File: src/rtl/nfba_pkg.sv
// ----------------------------------------------------------------------------
// nfba_pkg
// Shared types, constants and the microcode program of the next-fit allocator.
// ----------------------------------------------------------------------------
package nfba_pkg;

   // port field widths
   localparam int IDX_BITS       = 6;
   localparam int PORT_SIZE_BITS = 16;
   localparam int DATA_BITS      = 24;
   localparam int CFG_BITS       = 7;
   localparam int CSR_ADDR_BITS  = 3;
   localparam int CSR_DATA_BITS  = 32;

   localparam logic [CFG_BITS-1:0] BLOCK_COUNT_RESET = 7'd64;

   // register index, taken from the word address bit of paddr
   localparam logic REG_BLOCK_COUNT = 1'b0;

   // request kinds
   localparam logic OP_LOAD  = 1'b0;
   localparam logic OP_ALLOC = 1'b1;

   // microprogram steps
   typedef enum logic [2:0] {
      ST_FETCH,
      ST_DISPATCH,
      ST_TEST,
      ST_STEP,
      ST_HIT,
      ST_MISS,
      ST_LOAD
   } step_type;

   // branch conditions
   typedef enum logic [2:0] {
      CND_NO_REQ,
      CND_IS_LOAD,
      CND_FIT,
      CND_MORE,
      CND_OUT_BUSY
   } cond_type;

   // datapath operations
   typedef enum logic [2:0] {
      ACT_LATCH,
      ACT_INIT,
      ACT_NONE,
      ACT_ADV,
      ACT_EMIT_HIT,
      ACT_EMIT_MISS,
      ACT_EMIT_LOAD
   } act_type;

   // one control word: branch to target when cond holds, else to next_step
   typedef struct packed {
      cond_type cond;
      step_type target;
      step_type next_step;
      act_type  act;
   } uword_type;

   // decoded strobes from sequencer to datapath
   typedef struct packed {
      logic take;
      logic latch;
      logic init;
      logic adv;
      logic emit_hit;
      logic emit_miss;
      logic emit_load;
   } ctrl_type;

   // condition flags from datapath to sequencer
   typedef struct packed {
      logic req_valid;
      logic is_load;
      logic fit;
      logic more;
      logic out_busy;
   } status_type;

   // control store
   function automatic uword_type ucode_rom(input step_type s);
      uword_type w;
      case (s)
         ST_FETCH:    w = '{CND_NO_REQ,   ST_FETCH, ST_DISPATCH, ACT_LATCH};
         ST_DISPATCH: w = '{CND_IS_LOAD,  ST_LOAD,  ST_TEST,     ACT_INIT};
         ST_TEST:     w = '{CND_FIT,      ST_HIT,   ST_STEP,     ACT_NONE};
         ST_STEP:     w = '{CND_MORE,     ST_TEST,  ST_MISS,     ACT_ADV};
         ST_HIT:      w = '{CND_OUT_BUSY, ST_HIT,   ST_FETCH,    ACT_EMIT_HIT};
         ST_MISS:     w = '{CND_OUT_BUSY, ST_MISS,  ST_FETCH,    ACT_EMIT_MISS};
         ST_LOAD:     w = '{CND_OUT_BUSY, ST_LOAD,  ST_FETCH,    ACT_EMIT_LOAD};
         default:     w = '{CND_NO_REQ,   ST_FETCH, ST_FETCH,    ACT_NONE};
      endcase
      return w;
   endfunction

endpackage

File: src/rtl/nfba_ram.sv
// ----------------------------------------------------------------------------
// nfba_ram
// Generic simple dual-port RAM, one write and one registered read port.
// ----------------------------------------------------------------------------
module nfba_ram #(
   parameter int WIDTH = 16,
   parameter int DEPTH = 64
) (
   input  logic                     clock,
   input  logic                     wr_en,
   input  logic [$clog2(DEPTH)-1:0] wr_addr,
   input  logic [WIDTH-1:0]         wr_data,
   input  logic [$clog2(DEPTH)-1:0] rd_addr,
   output logic [WIDTH-1:0]         rd_data
);

   logic [WIDTH-1:0] mem_ff [DEPTH];
   logic [WIDTH-1:0] rd_data_ff;

   // write port and registered read
   always_ff @(posedge clock) begin
      if (wr_en) begin
         mem_ff[wr_addr] <= wr_data;
      end
      rd_data_ff <= mem_ff[rd_addr];
   end

   assign rd_data = rd_data_ff;

endmodule

File: src/rtl/nfba_seq.sv
// ----------------------------------------------------------------------------
// nfba_seq
// Micro-sequencer: step counter, control store lookup and branch selection.
// ----------------------------------------------------------------------------
module nfba_seq
   import nfba_pkg::*;
(
   input  logic       clock,
   input  logic       reset,
   input  status_type status,
   output ctrl_type   ctrl
);

   step_type  upc_ff;
   step_type  upc_in;
   uword_type uw;
   logic      cond_true;

   // fetch control word and evaluate its branch condition
   always_comb begin
      uw = ucode_rom(upc_ff);
      case (uw.cond)
         CND_NO_REQ:   cond_true = !status.req_valid;
         CND_IS_LOAD:  cond_true = status.is_load;
         CND_FIT:      cond_true = status.fit;
         CND_MORE:     cond_true = status.more;
         CND_OUT_BUSY: cond_true = status.out_busy;
         default:      cond_true = 1'b0;
      endcase
      upc_in = cond_true ? uw.target : uw.next_step;
   end

   // decode operation, result steps fire only once the output register frees
   always_comb begin
      ctrl = '0;
      ctrl.take = (upc_ff == ST_FETCH);
      case (uw.act)
         ACT_LATCH:     ctrl.latch     = status.req_valid;
         ACT_INIT:      ctrl.init      = 1'b1;
         ACT_ADV:       ctrl.adv       = 1'b1;
         ACT_EMIT_HIT:  ctrl.emit_hit  = !status.out_busy;
         ACT_EMIT_MISS: ctrl.emit_miss = !status.out_busy;
         ACT_EMIT_LOAD: ctrl.emit_load = !status.out_busy;
         default:       ;
      endcase
   end

   // step counter
   always_ff @(posedge clock) begin
      if (reset) begin
         upc_ff <= ST_FETCH;
      end else begin
         upc_ff <= upc_in;
      end
   end

endmodule

File: src/rtl/nfba_dpath.sv
// ----------------------------------------------------------------------------
// nfba_dpath
// Scan datapath: request latch, roving pointer, size table and result register.
// ----------------------------------------------------------------------------
module nfba_dpath
   import nfba_pkg::*;
#(
   parameter int MAX_BLOCKS = 64,
   parameter int SIZE_BITS  = 16
) (
   input  logic                      clock,
   input  logic                      reset,
   input  ctrl_type                  ctrl,
   output status_type                status,
   input  logic [CFG_BITS-1:0]       block_count,
   input  logic                      req_op,
   input  logic [IDX_BITS-1:0]       req_index,
   input  logic [PORT_SIZE_BITS-1:0] req_size,
   output logic                      rsp_valid,
   input  logic                      rsp_ready,
   output logic                      rsp_granted,
   output logic [IDX_BITS-1:0]       rsp_index,
   output logic [PORT_SIZE_BITS-1:0] rsp_remain
);

   localparam int IDX_W = $clog2(MAX_BLOCKS);
   localparam int CNT_W = $clog2(MAX_BLOCKS + 1);

   // latched request
   logic                      op_ff;
   logic [IDX_BITS-1:0]       idx_ff;
   logic [SIZE_BITS-1:0]      size_ff;
   // scan state
   logic [CNT_W-1:0]          n_ff, n_in;
   logic [IDX_W-1:0]          ptr_ff, ptr_in;
   logic [CNT_W-1:0]          k_ff, k_in;
   logic [IDX_BITS-1:0]       rover_ff, rover_in;
   // result register
   logic                      rsp_valid_ff, rsp_valid_in;
   logic                      rsp_granted_ff, rsp_granted_in;
   logic [IDX_BITS-1:0]       rsp_index_ff, rsp_index_in;
   logic [PORT_SIZE_BITS-1:0] rsp_remain_ff, rsp_remain_in;

   logic [CNT_W-1:0]          act_n;
   logic [IDX_W-1:0]          start_ptr;
   logic [IDX_W-1:0]          ptr_wrap;
   logic [SIZE_BITS-1:0]      rd_data;
   logic [SIZE_BITS-1:0]      diff;
   logic                      in_range;
   logic                      wr_en;
   logic [IDX_W-1:0]          wr_addr;
   logic [SIZE_BITS-1:0]      wr_data;

   // clamp block count to one .. table depth, pick the scan start
   always_comb begin
      if (block_count == '0) begin
         act_n = CNT_W'(1);
      end else if (32'(block_count) > 32'(MAX_BLOCKS)) begin
         act_n = CNT_W'(MAX_BLOCKS);
      end else begin
         act_n = CNT_W'(block_count);
      end
      start_ptr = (32'(rover_ff) >= 32'(act_n)) ? '0 : IDX_W'(rover_ff);
   end

   // pointer advance with wrap at the block count
   assign ptr_wrap = ((CNT_W'(ptr_ff) + CNT_W'(1)) == n_ff) ? '0 : ptr_ff + IDX_W'(1);

   assign diff     = rd_data - size_ff;
   assign in_range = 32'(idx_ff) < 32'(MAX_BLOCKS);

   // branch flags
   always_comb begin
      status.req_valid = 1'b0;
      status.is_load   = (op_ff == OP_LOAD);
      status.fit       = rd_data >= size_ff;
      status.more      = (k_ff + CNT_W'(1)) < n_ff;
      status.out_busy  = rsp_valid_ff && !rsp_ready;
   end

   // scan registers
   always_comb begin
      n_in     = n_ff;
      ptr_in   = ptr_ff;
      k_in     = k_ff;
      rover_in = rover_ff;
      if (ctrl.init) begin
         n_in   = act_n;
         ptr_in = start_ptr;
         k_in   = '0;
      end
      if (ctrl.adv) begin
         ptr_in = ptr_wrap;
         k_in   = k_ff + CNT_W'(1);
      end
      if (ctrl.emit_hit || ctrl.emit_miss) begin
         rover_in = IDX_BITS'(ptr_ff);
      end
   end

   // table write: reduced entry on a hit, new size on an in-range load
   always_comb begin
      wr_en   = ctrl.emit_hit || (ctrl.emit_load && in_range);
      wr_addr = ctrl.emit_hit ? ptr_ff : IDX_W'(idx_ff);
      wr_data = ctrl.emit_hit ? diff : size_ff;
   end

   // result register, free again once taken
   always_comb begin
      rsp_valid_in   = rsp_valid_ff && !rsp_ready;
      rsp_granted_in = rsp_granted_ff;
      rsp_index_in   = rsp_index_ff;
      rsp_remain_in  = rsp_remain_ff;
      if (ctrl.emit_hit) begin
         rsp_valid_in   = 1'b1;
         rsp_granted_in = 1'b1;
         rsp_index_in   = IDX_BITS'(ptr_ff);
         rsp_remain_in  = PORT_SIZE_BITS'(diff);
      end else if (ctrl.emit_miss) begin
         rsp_valid_in   = 1'b1;
         rsp_granted_in = 1'b0;
         rsp_index_in   = IDX_BITS'(ptr_ff);
         rsp_remain_in  = '0;
      end else if (ctrl.emit_load) begin
         rsp_valid_in   = 1'b1;
         rsp_granted_in = in_range;
         rsp_index_in   = idx_ff;
         rsp_remain_in  = in_range ? PORT_SIZE_BITS'(size_ff) : '0;
      end
   end

   // control registers
   always_ff @(posedge clock) begin
      if (reset) begin
         rover_ff     <= '0;
         rsp_valid_ff <= 1'b0;
      end else begin
         rover_ff     <= rover_in;
         rsp_valid_ff <= rsp_valid_in;
      end
   end

   // payload registers
   always_ff @(posedge clock) begin
      if (ctrl.latch) begin
         op_ff   <= req_op;
         idx_ff  <= req_index;
         size_ff <= SIZE_BITS'(req_size);
      end
      n_ff           <= n_in;
      ptr_ff         <= ptr_in;
      k_ff           <= k_in;
      rsp_granted_ff <= rsp_granted_in;
      rsp_index_ff   <= rsp_index_in;
      rsp_remain_ff  <= rsp_remain_in;
   end

   // size table, read address follows the next pointer so data matches the registered pointer
   nfba_ram #(
      .WIDTH(SIZE_BITS),
      .DEPTH(MAX_BLOCKS)
   ) u_table (
      .clock  (clock),
      .wr_en  (wr_en),
      .wr_addr(wr_addr),
      .wr_data(wr_data),
      .rd_addr(ptr_in),
      .rd_data(rd_data)
   );

   assign rsp_valid   = rsp_valid_ff;
   assign rsp_granted = rsp_granted_ff;
   assign rsp_index   = rsp_index_ff;
   assign rsp_remain  = rsp_remain_ff;

   // scan never walks past the in-use entries
   a_ptr_in_use: assert property (@(posedge clock) disable iff (reset)
      ctrl.adv |-> (CNT_W'(ptr_ff) < n_ff) && (k_ff < n_ff))
      else $error("scan pointer or count beyond block count");

   // a hit only reduces an entry that holds enough
   a_hit_fits: assert property (@(posedge clock) disable iff (reset)
      ctrl.emit_hit |-> rd_data >= size_ff)
      else $error("allocation from an entry that is too small");

   // a result is only loaded into a free output register
   a_no_overwrite: assert property (@(posedge clock) disable iff (reset)
      (ctrl.emit_hit || ctrl.emit_miss || ctrl.emit_load) |->
         !(rsp_valid_ff && !rsp_ready))
      else $error("result overwritten before it was taken");

   a_emit_shows: assert property (@(posedge clock) disable iff (reset)
      (ctrl.emit_hit || ctrl.emit_miss || ctrl.emit_load) |=> rsp_valid_ff)
      else $error("result not presented after emit");

endmodule

File: src/rtl/next_fit_block_allocator.sv
// ----------------------------------------------------------------------------
// next_fit_block_allocator
// Next-fit allocator over a table of free block sizes, with a roving pointer.
// ----------------------------------------------------------------------------
// A load goes from dispatch straight to its result step; an allocation tests
// entries from the roving pointer until one fits or all n entries are scanned
// (n = clamped block count); each skipped entry costs a test and a pointer step.
// The result step waits while the output register holds an untaken result; the
// next request can be accepted in the cycle after a result is loaded. Reset clears the
// pointer, the sequencer and the output valid, sets block count to 64; no table clear.
// ----------------------------------------------------------------------------
module next_fit_block_allocator
   import nfba_pkg::*;
#(
   parameter int MAX_BLOCKS = 64,
   parameter int SIZE_BITS  = 16
) (
   input  logic                     clock,
   input  logic                     reset,
   // request stream
   input  logic                     req_tvalid,
   output logic                     req_tready,
   input  logic [DATA_BITS-1:0]     req_tdata,   // block_index[5:0], size_value[21:6]
   input  logic                     req_tuser,   // op[0]
   // result stream
   output logic                     rsp_tvalid,
   input  logic                     rsp_tready,
   output logic [DATA_BITS-1:0]     rsp_tdata,   // chosen_index[5:0], remaining_size[21:6]
   output logic                     rsp_tuser,   // granted[0]
   // register port
   input  logic                     csr_psel,
   input  logic                     csr_penable,
   input  logic                     csr_pwrite,
   input  logic [CSR_ADDR_BITS-1:0] csr_paddr,
   input  logic [CSR_DATA_BITS-1:0] csr_pwdata,
   output logic [CSR_DATA_BITS-1:0] csr_prdata,
   output logic                     csr_pready
);

   logic [CFG_BITS-1:0]       block_count_ff, block_count_in;
   logic                      csr_wr;
   ctrl_type                  ctrl;
   status_type                dp_status;
   status_type                status;
   logic                      rsp_granted;
   logic [IDX_BITS-1:0]       rsp_index;
   logic [PORT_SIZE_BITS-1:0] rsp_remain;

   // register write and readback
   assign csr_pready = 1'b1;
   assign csr_wr     = csr_psel && csr_penable && csr_pwrite && csr_pready;

   always_comb begin
      block_count_in = block_count_ff;
      if (csr_wr && (csr_paddr[2] == REG_BLOCK_COUNT)) begin
         block_count_in = csr_pwdata[CFG_BITS-1:0];
      end
      csr_prdata = (csr_paddr[2] == REG_BLOCK_COUNT) ?
                   CSR_DATA_BITS'(block_count_ff) : '0;
   end

   always_ff @(posedge clock) begin
      if (reset) begin
         block_count_ff <= BLOCK_COUNT_RESET;
      end else begin
         block_count_ff <= block_count_in;
      end
   end

   // request valid joins the datapath flags
   always_comb begin
      status           = dp_status;
      status.req_valid = req_tvalid;
   end

   assign req_tready = ctrl.take;

   nfba_seq u_seq (
      .clock (clock),
      .reset (reset),
      .status(status),
      .ctrl  (ctrl)
   );

   nfba_dpath #(
      .MAX_BLOCKS(MAX_BLOCKS),
      .SIZE_BITS (SIZE_BITS)
   ) u_dpath (
      .clock      (clock),
      .reset      (reset),
      .ctrl       (ctrl),
      .status     (dp_status),
      .block_count(block_count_ff),
      .req_op     (req_tuser),
      .req_index  (req_tdata[IDX_BITS-1:0]),
      .req_size   (req_tdata[IDX_BITS+PORT_SIZE_BITS-1:IDX_BITS]),
      .rsp_valid  (rsp_tvalid),
      .rsp_ready  (rsp_tready),
      .rsp_granted(rsp_granted),
      .rsp_index  (rsp_index),
      .rsp_remain (rsp_remain)
   );

   // result packing
   assign rsp_tuser = rsp_granted;
   assign rsp_tdata = {{(DATA_BITS - IDX_BITS - PORT_SIZE_BITS){1'b0}}, rsp_remain, rsp_index};

endmodule

File: config.mk
export PLATFORM = sky130hd
export DESIGN_NAME = next_fit_block_allocator
export DESIGN_NICKNAME = d
export VERILOG_FILES = /design/src/rtl/nfba_pkg.sv /design/src/rtl/nfba_ram.sv /design/src/rtl/nfba_seq.sv /design/src/rtl/nfba_dpath.sv /design/src/rtl/next_fit_block_allocator.sv
export SDC_FILE = /design/constraint.sdc
export NUM_CORES = 1
export LEC_CHECK = 0
export ABC_AREA = 1
export BUFFER_PORTS_ARGS = -buffer_cell sky130_fd_sc_hd__buf_4
export CORE_MARGIN = 2
export CORE_UTILIZATION = 30
export DETAILED_ROUTE_END_ITERATION = 12
export HOLD_SLACK_MARGIN = 0.02
export SLEW_MARGIN = 15
export SYNTH_ARGS = -nofsm -noshare
export SYNTH_HDL_FRONTEND = slang
export SYNTH_HIERARCHICAL = 1
export SYNTH_SLANG_ARGS = --single-unit
File: constraint.sdc
create_clock -name clock -period 9.1 [get_ports clock]
set_input_delay 0 -clock clock [delete_from_list [all_inputs] [get_ports clock]]
set_output_delay 0 -clock clock [all_outputs]
set_load 0.05 [all_outputs]
## Word-level counts from Yosys, hierarchy flattened

Memory sizes are Yosys's and may differ from the RTL's. A register that Yosys moved wholly into a read port is not among the register bits.
Index checks and enable logic that the tools add are counted.

| cells by class | value |
|---|---|
| divide/modulo/power cells | 0 |
| $mul | 0 |
| shift-type cells | 0 |
| eq/ne operators | 16 |
| $add $sub $neg | 4 |
| $lt $le $gt $ge | 4 |
| multiplexer cells | 33 |
| bitwise logic cells | 2 |
| reductions and logical operators | 16 |

Operator list:

| cell | number |
|---|---|
| one-hot mux 12 bit (7 select lines) | 1 |
| 2-to-1 mux 16 bit | 4 |
| 2-to-1 mux 6 bit | 8 |
| 2-to-1 mux 7 bit | 5 |
| equality test 3 bit, second input constant | 7 |
| >= comparator 16 bit | 1 |
| subtractor 16 bit | 1 |
| equality test 3 x 2 -> 1 bit, second input constant | 5 |
| 2-to-1 mux 1 bit | 13 |
| equality test 3 x 1 -> 1 bit, second input constant | 3 |
| zero test 3 bit | 3 |
| adder 6 x 1 -> 7 bit, second input constant | 1 |
| adder 7 x 1 -> 7 bit, second input constant | 1 |
| equality test 7 bit | 1 |
| >= comparator 6 x 7 -> 1 bit | 1 |
| > comparator 7 bit, second input constant | 1 |
| zero test 7 bit | 1 |
| < comparator 7 bit | 1 |
| adder 6 x 1 -> 6 bit, second input constant | 1 |
| one-hot mux 1 bit (5 select lines) | 1 |
| logical AND 1 bit | 4 |
| nonzero test 2 bit | 2 |
| zero test 1 bit | 3 |
| 2-to-1 mux 3 bit | 1 |
| 3 further kinds | 5 |

| word-level totals | value |
|---|---|
| output and inout bits | 60 |
| bits in writable memories | 1024 |
| latch bits | 0 |
| memories kept | 1 |
| bits in registers | 83 |
| bits of input ports | 67 |
| bits in read-only memories | 0 |
| word-level logic and storage cells | 89 |

Memories:

| memory | words | bits a word | read ports | clocked after memory_dff | wr ports | line | text |
|---|---|---|---|---|---|---|---|
| u_dpath.u_table.mem_ff | 64 | 16 | 1 | 1 | 1 | nfba_ram.sv:17 | `logic [WIDTH-1:0] mem_ff [DEPTH];` |

## Depth between registers and ports, before layout

| depth | value |
|---|---|
| depth after elaboration | 7 |
| gate-level depth with buffers | 26 |
| gate-level depth less buffers | 23 |

## Modules after synthesis

The synthesis kept the hierarchy.

Modules (own cells, without submodules):

| module | area an instance (sq um) | seq. area each (sq um) | instances | cells an instance |
|---|---|---|---|---|
| nfba_ram | 42099.1 | 31069.8 | 1 | 3517 |
| nfba_dpath | 4682.0 | 2052.0 | 1 | 616 |
| next_fit_block_allocator | 620.6 | 140.1 | 1 | 93 |
| nfba_seq | 304.0 | 60.1 | 1 | 51 |

## Worst setup path before layout

No wires, ideal clock.

| path | value |
|---|---|
| path type | register to register |
| from | reg u_dpath.rsp_valid_ff, in the netlist u_dpath/rsp_valid |
| to | mem u_dpath.u_table.mem_ff[0][0], data pin |
| clock period less this slack | 4.437 ns |
| buffers on the path | 1 |
| stages on the path, launching flop included | 6 |
| setup slack | 4.663 ns |
| data required time | 8.398 ns |
| arrival time | 3.736 ns |
| setup time | 0.702 ns |
| path through | dfxtp_1 -> inv_1 -> nor2_1 -> nor4_1 -> clkbuf_1 -> o21ai_0 |

RTL lines:

| item | line | text |
|---|---|---|
| from (decl) | nfba_dpath.sv:39 | `logic rsp_valid_ff, rsp_valid_in;` |
| from (signal assigned) | nfba_dpath.sv:139 | `rsp_valid_ff <= rsp_valid_in;` |
| to (decl) | nfba_ram.sv:17 |  |

## Worst setup path in the final report

| path | value |
|---|---|
| from | reg block_count_ff[1] |
| to | reg u_dpath.u_table.rd_data_ff[11], in the netlist u_dpath/u_table/rd_data[11] (read register of u_dpath.u_table.mem_ff) |

| on the way | value |
|---|---|
| word-level cells in the longest chain between the ends | 7 |
| elaborated cells between the ends (all ways) | 8 |
| classes of those cells | order compare (2); mux (5); reduce/logical (1) |

RTL lines:

| item | line | text |
|---|---|---|
| from (decl) | next_fit_block_allocator.sv:40 | `logic [CFG_BITS-1:0] block_count_ff, block_count_in;` |
| from (signal assigned) | next_fit_block_allocator.sv:66 | `block_count_ff <= block_count_in;` |
| > comparator 7 bit | nfba_dpath.sv:58 | `end else if (32'(block_count) > 32'(MAX_BLOCKS)) begin` |
| 2-to-1 mux 7 bit | nfba_dpath.sv:58 |  |
| 2-to-1 mux 7 bit * | nfba_dpath.sv:56 | `if (block_count == '0) begin` |
| net u_dpath.act_n[2] | nfba_dpath.sv:44 | `logic [CNT_W-1:0] act_n;` |
| >= comparator 6 x 7 -> 1 bit * | nfba_dpath.sv:63 | `start_ptr = (32'(rover_ff) >= 32'(act_n)) ? '0 : IDX_W'(rover_ff);` |
| 2-to-1 mux 6 bit * | nfba_dpath.sv:63 |  |
| 2-to-1 mux 6 bit * | nfba_dpath.sv:87 | `if (ctrl.init) begin` |
| 2-to-1 mux 6 bit * | nfba_dpath.sv:92 | `if (ctrl.adv) begin` |
| net u_dpath.ptr_in[0] | nfba_dpath.sv:35 | `logic [IDX_W-1:0] ptr_ff, ptr_in;` |
| to (decl) | nfba_ram.sv:18 | `logic [WIDTH-1:0] rd_data_ff;` |

Mark *: on every way through the listed nets, which the timed path passes. The rest lies on a longest branch.
A chain may end at the register's enable or synchronous reset.

==> flow_summary.toml <==
[global_route]
grt_use_total = 0.150
grt-ovfl-total = 0
grt_max_degree = 223
grt_antenna_before_repair = 0
grt_pass1_wl_um = 187000
grt_pass1_vias = 29800

[worst_hold_path]
min_path_type = "input port to flip-flop"
hold_depth = 2
holdCritStartpoint = "req_tdata[6]"
holdPathEnd = "u_dpath/size_ff[0]"

[timing]
timing.setup.tns_ps = 0
skew_ps = 43.0
postLayoutSetupSlackWorst_ps = 3470
slew_violations = 0
rsz0062_at_grt = "false"
fmax_mhz = 178
max-slew-margin-rel = 0.260
worstMarginPinSlew_ps = 1110
hold_viol = 0
fin_crit_sh = 0.619
fin_crit_ps = 5630
finalSetupViolCount = 0

[detailed_routing]
drt-wirelength-per-cell_um = 19.1
drcViolationCount = 0
drt_iter0_drc = 3063
dr.pass1.iters = 6
viasPerCell = 4.81
ant_nets = 0
vias = 31500
drt_wl_total_um = 125000

[setup_path]
worstReg2RegStart = "block_count_ff[1]"
worstPathRequired_ps = 9710
end_kind = "flip-flop"
reg2regPathDepth = 24
regToRegEndpoint = "u_dpath/u_table/rd_data[11]"
crit_fanout = 85
cp_data_arrival_time_ps = 6240
startpoint_type = "flip-flop"
r2r_slack_ps = 3470
critical_path_class = "flip-flop to flip-flop"

[power_and_ir_drop]
pwr-share-clk = 0.272
vdd_ir_drop_max_mv = 0.296
switching_power_w = 0.00595
p_per_area_nw_per_um2 = 302
p_int_w = 0.0105
combPwrFrac = 0.310
leakage_nw = 19.9
p_sw_frac = 0.362
power_w = 0.0165
p_seq_frac = 0.418

[cts]
cts_buffer_depth = 3
cts_tree = "built"
htree_levels = 3
worstSkewPairLatency_ps = 720
clk_pin_slew_ps = 60
cts_hold_buffers = 64
cts_setup_buffers = 0
cts_root_buf = "clkbuf_16"
post_cts_resized = 0
cts.sinks = 1123
cts_buffers = 113

[placement]
post-place-ws_ps = 3550
numPortBuffers = 69
post-dp-hpwl_um = 67800
routabilityCongestion = 0.820

[floorplan]
die_w_um = 403
die_y_um = 403
fp.coreArea_um2 = 158000
initial_core_util = 0.301
die_area_um2 = 162000
num_io_pins = 127
row_count = 146

[outcome]
status = "finished, final reports clean"

[logic_synthesis]
syn_avg_cell_area_um2 = 11.2
yosysWarnings = 6
netlist_instances = 4275
synth_area_um2 = 47700

[finish]
fin_nets = 4492
mostFrequentLayoutCell = "nand2_1"
area_growth_pct = 14.2
final_cell_mix = "1,482 x nand2_1, 1,083 x edfxtp_1, 938 x nand3_1"
final_layout_size_suffix_gt1_frac = 0.0910
antenna_cells = 0

[run]
max_cap_viol_count = 0
[sequential cells by signal, summed over array words and instances, names as in the netlist, 3 cells and up]
name	cells
u_seq/upc_ff	3
block_count_ff	7
u_dpath/u_table/rd_data	16
u_dpath/k_ff	7
u_dpath/n_ff	7
u_dpath/ptr_ff	6
u_dpath/rover_ff	6
u_dpath/rsp_index	6
u_dpath/rsp_remain	16
u_dpath/u_table/mem_ff	1024
u_dpath/idx_ff	6
u_dpath/size_ff	16
[routing by layer]
metal  part of all wire  GRT usage  wire (µm)  vias up
li1                   -          -          -    15000
met1               0.43      0.206      53800    15300
met2               0.48      0.250      60000     1048
met3              0.069     0.0227       8590      163
met4              0.023     0.0380       2850        0
met5                  0          0          0        -
[power by group through the flow]
stage | Combinational, W | Clock (W) | Sequential (W)
finish | 0.00511 | 0.00447 | 0.00688
global route | 0.00566 | 0.00475 | 0.00690
CTS | 0.00511 | 0.00455 | 0.00688
detailed placement | 0.00508 | 0 | 0.00699
global placement | 0.00500 | 0 | 0.00698
floorplan | 0.00341 | 0 | 0.00716
[worst max-delay path, cell delays in order (launching register included)]
cell and delay (ps):
dfxtp_1 340, nor4_1 280, nand3_1 120, nand2_1 140, inv_2 40, nor2_1 220
inv_1 70, ha_1 310, a21oi_1 140, o21ai_0 110, nand2_1 70, nand3_1 160
nor2_1 140, nor2_1 80, nand2_4 510, buf_4 700, buf_4 820, nand2_1 100
nand3_1 120, nand3_1 180, nand2_1 170, nand2_1 60, nand3_1 100, nand3_1 230
nand2_1 260
[layout make-up]
cell class	count	area [µm²]
clock inverters	54	455
repair buffers	248	2070
inverters	151	596
fillers	15500	104000
clock buffers	152	3100
flip-flops and latches	1123	33300
multi-input cells	2757	12300
well taps	2072	2590
[worst max path at each step]
stage / slack (ps) / startpoint / end
2_1_floorplan: 4660 / u_dpath/rsp_valid / u_dpath/u_table/mem_ff[0][0]
3_5_place_dp: 3550 / block_count_ff[1] / u_dpath/u_table/rd_data[15]
5_1_grt: 3060 / block_count_ff[1] / u_dpath/u_table/rd_data[15]
3_3_place_gp: 3550 / block_count_ff[1] / u_dpath/u_table/rd_data[15]
6_report: 3470 / block_count_ff[1] / u_dpath/u_table/rd_data[11]
4_1_cts: 3540 / block_count_ff[1] / u_dpath/u_table/rd_data[15]
[stage by stage]
step	util	cells	hold WS, ps	instance area [µm²]
floorplan	-	4301	62.4	47800
global placement	0.318	6287	180	50300
detailed placement	0.318	6287	180	50300
CTS	0.344	6557	24.3	54500
global route	0.344	6557	36.8	54500
finish	0.344	6557	60.4	54500
Power figures use the tool's default switching activity.
